`src/hdl/s32tv_pkg.sv`:
```
`default_nettype none

package s32tv_pkg;

  localparam int unsigned CHAR_W  = 8;
  localparam int unsigned MAG_W   = 32;
  localparam int unsigned STAT_W  = 2;
  localparam int unsigned OUT_W   = 40;

  localparam logic [CHAR_W-1:0] CH_NUL   = 8'h00;
  localparam logic [CHAR_W-1:0] CH_PLUS  = 8'h2B;
  localparam logic [CHAR_W-1:0] CH_MINUS = 8'h2D;
  localparam logic [CHAR_W-1:0] CH_ZERO  = 8'h30;
  localparam logic [CHAR_W-1:0] CH_NINE  = 8'h39;

  localparam logic [MAG_W-1:0] MAG_SAT   = 32'hFFFF_FFFF;
  localparam logic [MAG_W-1:0] POS_LIMIT = 32'h7FFF_FFFF;
  localparam logic [MAG_W-1:0] NEG_LIMIT = 32'h8000_0000;

  typedef enum logic [1:0] {
    PH_START     = 2'd0,
    PH_SIGN      = 2'd1,
    PH_BODY      = 2'd2,
    PH_LONE_ZERO = 2'd3
  } phase_t;

  typedef enum logic [STAT_W-1:0] {
    ST_OK        = 2'd0,
    ST_ZERO_USE  = 2'd1,
    ST_BAD_DIGIT = 2'd2,
    ST_RANGE     = 2'd3
  } status_t;

  typedef struct packed {
    phase_t            phase;
    logic              is_negative;
    logic              zero_fault;
    logic              digit_fault;
    logic [MAG_W-1:0]  magnitude;
  } parse_state_t;

  localparam parse_state_t STATE_RESET = '{
    phase:       PH_START,
    is_negative: 1'b0,
    zero_fault:  1'b0,
    digit_fault: 1'b0,
    magnitude:   '0
  };

  typedef struct packed {
    status_t           status;
    logic [MAG_W-1:0]  value;
  } parse_result_t;

endpackage

`default_nettype wire

```
`src/hdl/s32tv_step.sv`:
```
`default_nettype none

module s32tv_step
  import s32tv_pkg::*;
(
  input  wire logic [CHAR_W-1:0] char_code,
  input  wire parse_state_t      st,
  output parse_state_t           st_nxt,
  output logic                   is_term,
  output parse_result_t          result
);

  logic              is_digit;
  logic [3:0]        digit_val;
  logic [MAG_W+3:0]  mag_x10;
  logic [MAG_W+3:0]  mag_sum;
  logic [MAG_W-1:0]  mag_acc;
  logic              over_range;

  assign is_term   = (char_code == CH_NUL);
  assign is_digit  = (char_code >= CH_ZERO) && (char_code <= CH_NINE);
  assign digit_val = 4'(char_code - CH_ZERO);

  // m*10 = (m<<3) + (m<<1)
  assign mag_x10 = {1'b0, st.magnitude, 3'b000} + {3'b000, st.magnitude, 1'b0};
  assign mag_sum = mag_x10 + {{MAG_W{1'b0}}, digit_val};
  assign mag_acc = (mag_sum[MAG_W+3:MAG_W] != '0) ? MAG_SAT : mag_sum[MAG_W-1:0];

  assign over_range = st.is_negative ? (st.magnitude > NEG_LIMIT)
                                     : (st.magnitude > POS_LIMIT);

  always_comb begin
    st_nxt = st;
    if (is_term) begin
      st_nxt = STATE_RESET;
    end else begin
      case (st.phase)
        PH_START: begin
          if ((char_code == CH_PLUS) || (char_code == CH_MINUS)) begin
            st_nxt.is_negative = (char_code == CH_MINUS);
            st_nxt.phase       = PH_SIGN;
          end else if (char_code == CH_ZERO) begin
            st_nxt.phase = PH_LONE_ZERO;
          end else begin
            st_nxt.phase = PH_BODY;
          end
        end
        PH_SIGN: begin
          if (char_code == CH_ZERO) begin
            st_nxt.zero_fault = 1'b1;
          end
          st_nxt.phase = PH_BODY;
        end
        PH_LONE_ZERO: begin
          st_nxt.zero_fault = 1'b1;
          st_nxt.phase      = PH_BODY;
        end
        default: begin
          st_nxt.phase = PH_BODY;
        end
      endcase
      // sign and first zero do not accumulate
      if (st_nxt.phase == PH_BODY) begin
        if (is_digit) begin
          st_nxt.magnitude = mag_acc;
        end else begin
          st_nxt.digit_fault = 1'b1;
        end
      end
    end
  end

  always_comb begin
    result.value = '0;
    if (st.zero_fault) begin
      result.status = ST_ZERO_USE;
    end else if (st.digit_fault || (st.phase == PH_START) || (st.phase == PH_SIGN)) begin
      result.status = ST_BAD_DIGIT;
    end else if (over_range) begin
      result.status = ST_RANGE;
    end else begin
      result.status = ST_OK;
      result.value  = st.is_negative ? (MAG_W'(0) - st.magnitude) : st.magnitude;
    end
  end

endmodule

`default_nettype wire

```
`src/hdl/signed_int32_token_validator.sv`:
```
`default_nettype none

// Parses a signed decimal token arriving one ASCII character per transaction;
// a NUL character ends the token and produces one result transaction with a
// status (ok, misused zero, bad digit or empty, outside int32) and the int32
// value, which is zero unless the status is ok. One character is taken every cycle,
// save a NUL behind a pending result; a NUL is held in the input register, then its
// result in the result register. The combinational multiply-by-ten accumulate between
// the input register and the token state register keeps up one character per cycle.
// A pending result only stalls a following NUL, never the characters in between.

module signed_int32_token_validator
  import s32tv_pkg::*;
(
  input  wire logic              clk,
  input  wire logic              rst_n,
  input  wire logic              in_tvalid,
  output logic                   in_tready,
  input  wire logic [CHAR_W-1:0] in_tdata,   // [7:0] char_code
  output logic                   out_tvalid,
  input  wire logic              out_tready,
  output logic [OUT_W-1:0]       out_tdata   // [1:0] status, [33:2] value, rest zero
);

  logic               s1_valid_r;
  logic               s1_valid_nxt;
  logic [CHAR_W-1:0]  s1_char_r;
  parse_state_t       st_r;
  parse_state_t       st_nxt;
  parse_state_t       step_nxt;
  logic               step_term;
  parse_result_t      step_res;
  logic               out_valid_r;
  logic               out_valid_nxt;
  parse_result_t      out_res_r;
  logic               in_accept;
  logic               adv;

  s32tv_step u_step (
    .char_code (s1_char_r),
    .st        (st_r),
    .st_nxt    (step_nxt),
    .is_term   (step_term),
    .result    (step_res)
  );

  assign adv       = s1_valid_r && (!step_term || !out_valid_r || out_tready);
  assign in_tready = !s1_valid_r || adv;
  assign in_accept = in_tvalid && in_tready;

  always_comb begin
    s1_valid_nxt  = s1_valid_r;
    st_nxt        = st_r;
    out_valid_nxt = out_valid_r;
    if (adv) begin
      s1_valid_nxt = 1'b0;
      st_nxt       = step_nxt;
    end
    if (in_accept) begin
      s1_valid_nxt = 1'b1;
    end
    if (out_valid_r && out_tready) begin
      out_valid_nxt = 1'b0;
    end
    if (adv && step_term) begin
      out_valid_nxt = 1'b1;
    end
  end

  always_ff @(posedge clk) begin
    if (!rst_n) begin
      s1_valid_r  <= 1'b0;
      st_r        <= STATE_RESET;
      out_valid_r <= 1'b0;
    end else begin
      s1_valid_r  <= s1_valid_nxt;
      st_r        <= st_nxt;
      out_valid_r <= out_valid_nxt;
    end
  end

  always_ff @(posedge clk) begin
    if (in_accept) begin
      s1_char_r <= in_tdata;
    end
    if (adv && step_term) begin
      out_res_r <= step_res;
    end
  end

  assign out_tvalid = out_valid_r;
  assign out_tdata  = {{(OUT_W - MAG_W - STAT_W){1'b0}}, out_res_r.value, out_res_r.status};

  a_fault_zero_value : assert property (@(posedge clk) disable iff (!rst_n)
    (out_tvalid && (out_res_r.status != ST_OK)) |-> (out_res_r.value == '0))
    else $error("non-ok result carries a nonzero value");

  a_term_clears_state : assert property (@(posedge clk) disable iff (!rst_n)
    (adv && step_term) |=> ((st_r.phase == PH_START) && (st_r.magnitude == '0)
                            && !st_r.zero_fault && !st_r.digit_fault))
    else $error("token state not cleared after terminator");

  a_zero_fault_in_body : assert property (@(posedge clk) disable iff (!rst_n)
    st_r.zero_fault |-> (st_r.phase == PH_BODY))
    else $error("zero fault outside token body");

  a_no_result_overrun : assert property (@(posedge clk) disable iff (!rst_n)
    (out_valid_r && !out_tready) |-> !(adv && step_term))
    else $error("result register overwritten while pending");

endmodule

`default_nettype wire

```
`config.mk`:
```
export PLATFORM = sky130hd
export DESIGN_NAME = signed_int32_token_validator
export DESIGN_NICKNAME = d
export VERILOG_FILES = /design/src/hdl/s32tv_pkg.sv /design/src/hdl/s32tv_step.sv /design/src/hdl/signed_int32_token_validator.sv
export SDC_FILE = /design/constraint.sdc
export NUM_CORES = 1
export LEC_CHECK = 0
export ABC_CLOCK_PERIOD_IN_PS = 9570
export BUFFER_PORTS_ARGS = -buffer_cell sky130_fd_sc_hd__buf_2
export CORE_MARGIN = 2
export CORE_UTILIZATION = 40
export DETAILED_ROUTE_END_ITERATION = 8
export GPL_ROUTABILITY_DRIVEN = 0
export HOLD_SLACK_MARGIN = 0.06
export SLEW_MARGIN = 20
export SYNTH_ARGS = -nofsm -noshare
export SYNTH_HDL_FRONTEND = slang
export SYNTH_HIERARCHICAL = 1
export SYNTH_SLANG_ARGS = --single-unit
```
`constraint.sdc`:
```
create_clock -name clk -period 9.57 [get_ports clk]
set_clock_uncertainty 0.2 [all_clocks]
set_input_delay 0 -clock clk [delete_from_list [all_inputs] [get_ports clk]]
set_output_delay 0 -clock clk [all_outputs]
set_load 0.02 [all_outputs]
```
# [Word-level counts from Yosys, hierarchy flattened]
# Index checks and enable logic that the tools add are counted.
[op_classes] n_addsub=4 n_lt_le_gt_ge=4 n_eq_ne=8 muxes=21 n_reduce_logical=29
[op_table] operator="32-bit two-way mux" n=3
[op_table] operator="37-bit two-way mux" n=1
[op_table] operator="35-bit by 33-bit adder with 36-bit output" n=1
[op_table] operator="36-bit by 4-bit adder with 36-bit output" n=1
[op_table] operator="33-bit two-way mux" n=1
[op_table] operator="32-bit by 31-bit greater-than comparator with 1-bit output, second input constant" n=1
[op_table] operator="32-bit greater-than comparator, second input constant" n=1
[op_table] operator="1-bit by 32-bit subtractor with 32-bit output, first input constant" n=1
[op_table] operator="8-bit by 6-bit == test with 1-bit output, second input constant" n=3
[op_table] operator="3-bit AND reduction" n=4
[op_table] operator="2-bit nonzero test" n=6
[op_table] operator="1-bit two-way mux" n=10
[op_table] operator="2-bit two-way mux" n=5
[op_table] operator="8-bit by 6-bit >= comparator with 1-bit output, second input constant" n=1
[op_table] operator="8-bit by 6-bit <= comparator with 1-bit output, second input constant" n=1
[op_table] operator="8-bit logical NOT" n=1
[op_table] operator="1-bit logical OR" n=6
[op_table] operator="1-bit logical AND" n=5
[op_table] operator="2-bit == test, second input constant" n=2
[op_table] operator="4-bit nonzero test" n=1
[op_table] operator="4-bit by 1-bit subtractor with 4-bit output, second input constant" n=1
[op_table] operator="1-bit logical NOT" n=3
[op_table] operator="3-bit by 2-bit inequality test with 1-bit output, second input constant" n=1
[op_table] operator="3-bit nonzero test" n=1
[op_table] operator="other kinds (5)" n=5
[totals] regBits=81 inputBits=12 wordCells=76

# [Depth between registers and ports, before layout]
[logic_depth] depth_word=8 depth_mapped=15 mapped_depth_nobuf=14

# [By module]
# The synthesis kept the hierarchy.
[by_module_without_submodules] module="s32tv_step" instances=1 cells_each=542 area_per_inst_um2=3652.3 seq_area_each_um2=0.0
[by_module_without_submodules] module="signed_int32_token_validator" instances=1 cells_each=220 area_per_inst_um2=2890.3 seq_area_each_um2=2042.0

# [Worst setup path after synthesis]
# Ideal clock, no wire load.
[synth_timing] path_type="reg-to-reg" start="register st_r[2] in the netlist's numbering" end="register st_r[25] in the netlist's numbering" setup_time_ns=0.072 arrival_ns=3.411 t_required_ns=9.298 slack_ns=5.887 path_stages_with_launch=15 synth_period_minus_slack_ns=3.683 cell_sequence="dfxtp_1 > inv_1 > fa_1 > inv_1 > ha_1 > a21o_1 > and4_1 > or2_2 > a41o_1 > or4_1 > a311oi_1 > xor2_1 > a31oi_1 > nand2_1 > mux2i_1"
[synth_rtl] item="start, declared" line="signed_int32_token_validator.sv:28" source="parse_state_t st_r;"
[synth_rtl] item="start signal, assigned" line="signed_int32_token_validator.sv:77" source="st_r <= st_nxt;"

==> reports/summary.txt <==
outcome = finished, final reports clean
XOR/XNOR share of the synthesized area = 8.03%
Power Total = 0.000853 W
layout cell share with drive strength beyond 1 = 11.3%
drt total wl = 15300 um
Synth cell types = 61
final cell count without fillers = 1012
Post-layout nets = 869
Clk pwr share = 47.1%
Core ar. = 0.0159 mm^2
count leader, synth = nand2_1
Sw Share = 23.1%
number of synthesis warnings = 6
Detail Placement HPWL = 10900 um
DRC viols = 0
worst vdd ir = 0.0000700 V
Seq/Total Area, Yosys = 31.2%
Post-synth top flop = edfxtp_1
CTS buffer count = 9
sw power = 0.000197 W
compound-gate portion of the synthesized area = 18.8%
Synth Cell Area = 0.00654 mm^2
main combinational cell family by area after synthesis = compound AO/OA/AOI/OAI gates
root buf cell = clkbuf_16
dpl cells = 985
Tmin final = 4390 ps
Yosys top cell by area = edfxtp_1
antenna cell count = 0
post-synthesis mux area share = 5.81%
pin count of the biggest net entering global routing = 77
Finished Core Util = 46.1%
Area Overhead vs Synth = 12.3%
final max-slew violation count = 0
kind of path behind the tightest hold check = in2reg
drt wl/cell = 15.1 um
Clk pin slew, worst setup/hold paths = 60 ps
Post-Place Worst Slack = 5200 ps
final setup violation count = 0
Comb pwr share = 8.8%
Flop pwr share = 44.1%
cell count after synthesis = 762
global-route wire length before repair = 25300 um
Starting DRT DRC Count = 415
Max Freq = 228 MHz
slew margin rel. = 27.2%
total number of vias = 5503
die area = 0.0174 mm^2
Chip Height = 132 um
Fin. Hold Viols = 0
WS Path Type = reg2reg
PD cells = 116 mW/mm^2
syn avg cell area = 8.59 um^2
clk_lat worst skew = 340 ps
adder-cell share of the synthesized area = 12.9%
number of max-cap violations = 0
num ports = 54
initial core utilization = 41.0%
GRT Util Overall = 17.4%
post-DR vias/cell = 5.44
Setup crit end kind = flip-flop
unrepaired setup endpoints after global routing = no
clock sinks = 81
Worst setup SP type = flip-flop
internal power = 0.000656 W
Post-synth EDFFs = 42
Port Buf Inserts = 47
initial antenna violation count = 0
Final ANT Viol Nets = 0
Worst EP required = 9560 ps
Arr. time, crit path = 4380 ps
first-pass iteration count of the detailed router = 4
vias in the first global route = 4912
period utilization = 45.9%
Setup Buffers After CTS = 0
share of the synthesized area in the top cell type = 19.3%
Post-synth top cells = nand2_1 (115), ha_1 (64), o21ai_0 (55)
crit-path max FO = 32
Setup TNS = 0 ps
Post-synth ARST share = 0%
worst slew pin tran = 1090 ps
Synth Area in Simple Gates = 18.1%
clock tree buffer depth = 2
die width = 132 um
final setup margin = 5180 ps
synthesis-stage register bit count = 81
H-tree depth = 3
Leak = 3.22 nW
CTS tree = done
total gr overflow = 0
main area contributors after synthesis = edfxtp_1 (19%), ha_1 (12%), dfxtp_1 (12%)
placement row count = 46
## stage by stage
stage               area [um^2]  hold WS (ps)
floorplan                  6560          -101
CTS                        7340           143
global route               7340           176
finish                     7340           145
global placement           6890         -21.4
detailed placement         6890         -21.9
## critical path, cell delays in order, from the launching register on
cell	delay, ps
dfxtp_1	540
inv_1	100
fa_1	490
fa_1	460
nand2b_1	180
a21oi_1	230
o21ai_0	250
a311o_1	390
nand4_1	100
a21oi_1	130
xor2_4	780
a31oi_1	180
nand2_1	110
mux2i_1	90
## cells in the final DEF, fill, tap and decap left out, drive strengths merged, types with 3 or more instances in the layout
| master | n |
|---|---|
| nor3 | 11 |
| a21o | 12 |
| or3 | 7 |
| dfxtp | 39 |
| a21oi | 40 |
| and2 | 4 |
| o21ai | 57 |
| nand3 | 12 |
| xor2 | 43 |
| clkbuf | 9 |
| nand4 | 7 |
| nand2 | 115 |
| nor2 | 53 |
| conb | 6 |
| or4 | 10 |
| mux2i | 38 |
| o211ai | 5 |
| o21a | 6 |
| a31oi | 38 |
| nand2b | 11 |
| nor2b | 8 |
| ha | 64 |
| xnor2 | 17 |
| buf | 53 |
| edfxtp | 42 |
| bufinv | 3 |
| o21bai | 3 |
| o31ai | 12 |
| and4 | 3 |
| inv | 23 |
| or2 | 4 |
| dlygate4sd3 | 11 |
| o41ai | 4 |
## state kept, by name, indices dropped and copies added, names as in the netlist
name and count:
out_tdata 34, out_tvalid 1, s1_char_r 8, s1_valid_r 1, st_r 37
## cells by family after synthesis
kind of cell	after synthesis
other cells	1
fa+ha+maj	66
buf+inv	71
compound gates	195
flops	81
xor+xnor	60
simple gates	250
mux	38
## per-layer routing
layer  global-route usage [%]  wire [um]  vias up
met5                        0          0        -
met4                     4.35        136        0
met3                     1.88        628        6
met2                     27.3       6810      122
met1                     25.5       7710     2572
li1                         -          -     2803
## worst paths after layout
check	from	to	slack [ps]	cells past startpoint
min	rst_n	st_r[5]$_SDFFE_PN0P_	140	4
min reg2reg	st_r[32]$_SDFFE_PN0P_	st_r[32]$_SDFFE_PN0P_	270	2
max	st_r[2]$_SDFFE_PN0P_	st_r[0]$_SDFFE_PN0P_	5180	13
max reg2reg	st_r[2]$_SDFFE_PN0P_	st_r[0]$_SDFFE_PN0P_	5180	13
## power by group through the flow
stage | combinational (W) | sequential (W) | clock (W)
floorplan | 0.0000605 | 0.000381 | 0
global placement | 0.0000709 | 0.000384 | 0
detailed placement | 0.0000709 | 0.000384 | 0
CTS | 0.0000748 | 0.000376 | 0.000411
global route | 0.0000831 | 0.000377 | 0.000421
finish | 0.0000750 | 0.000376 | 0.000401
## what timing repair did
item,4_1_cts,5_1_grt
hold endpoints to repair,18,0
gates resized for setup,0,0
hold buffers,11,0
## layout make-up
| class | instances | area (um^2) |
|---|---|---|
| clock buffers | 9 | 225 |
| clock inverters | 7 | 124 |
| fillers | 1535 | 8600 |
| inverters | 20 | 75.1 |
| multi-input cells | 615 | 4220 |
| flip-flops and latches | 81 | 2040 |
| well taps | 216 | 270 |
| repair buffers | 64 | 390 |
Power figures use the tool's default switching activity.
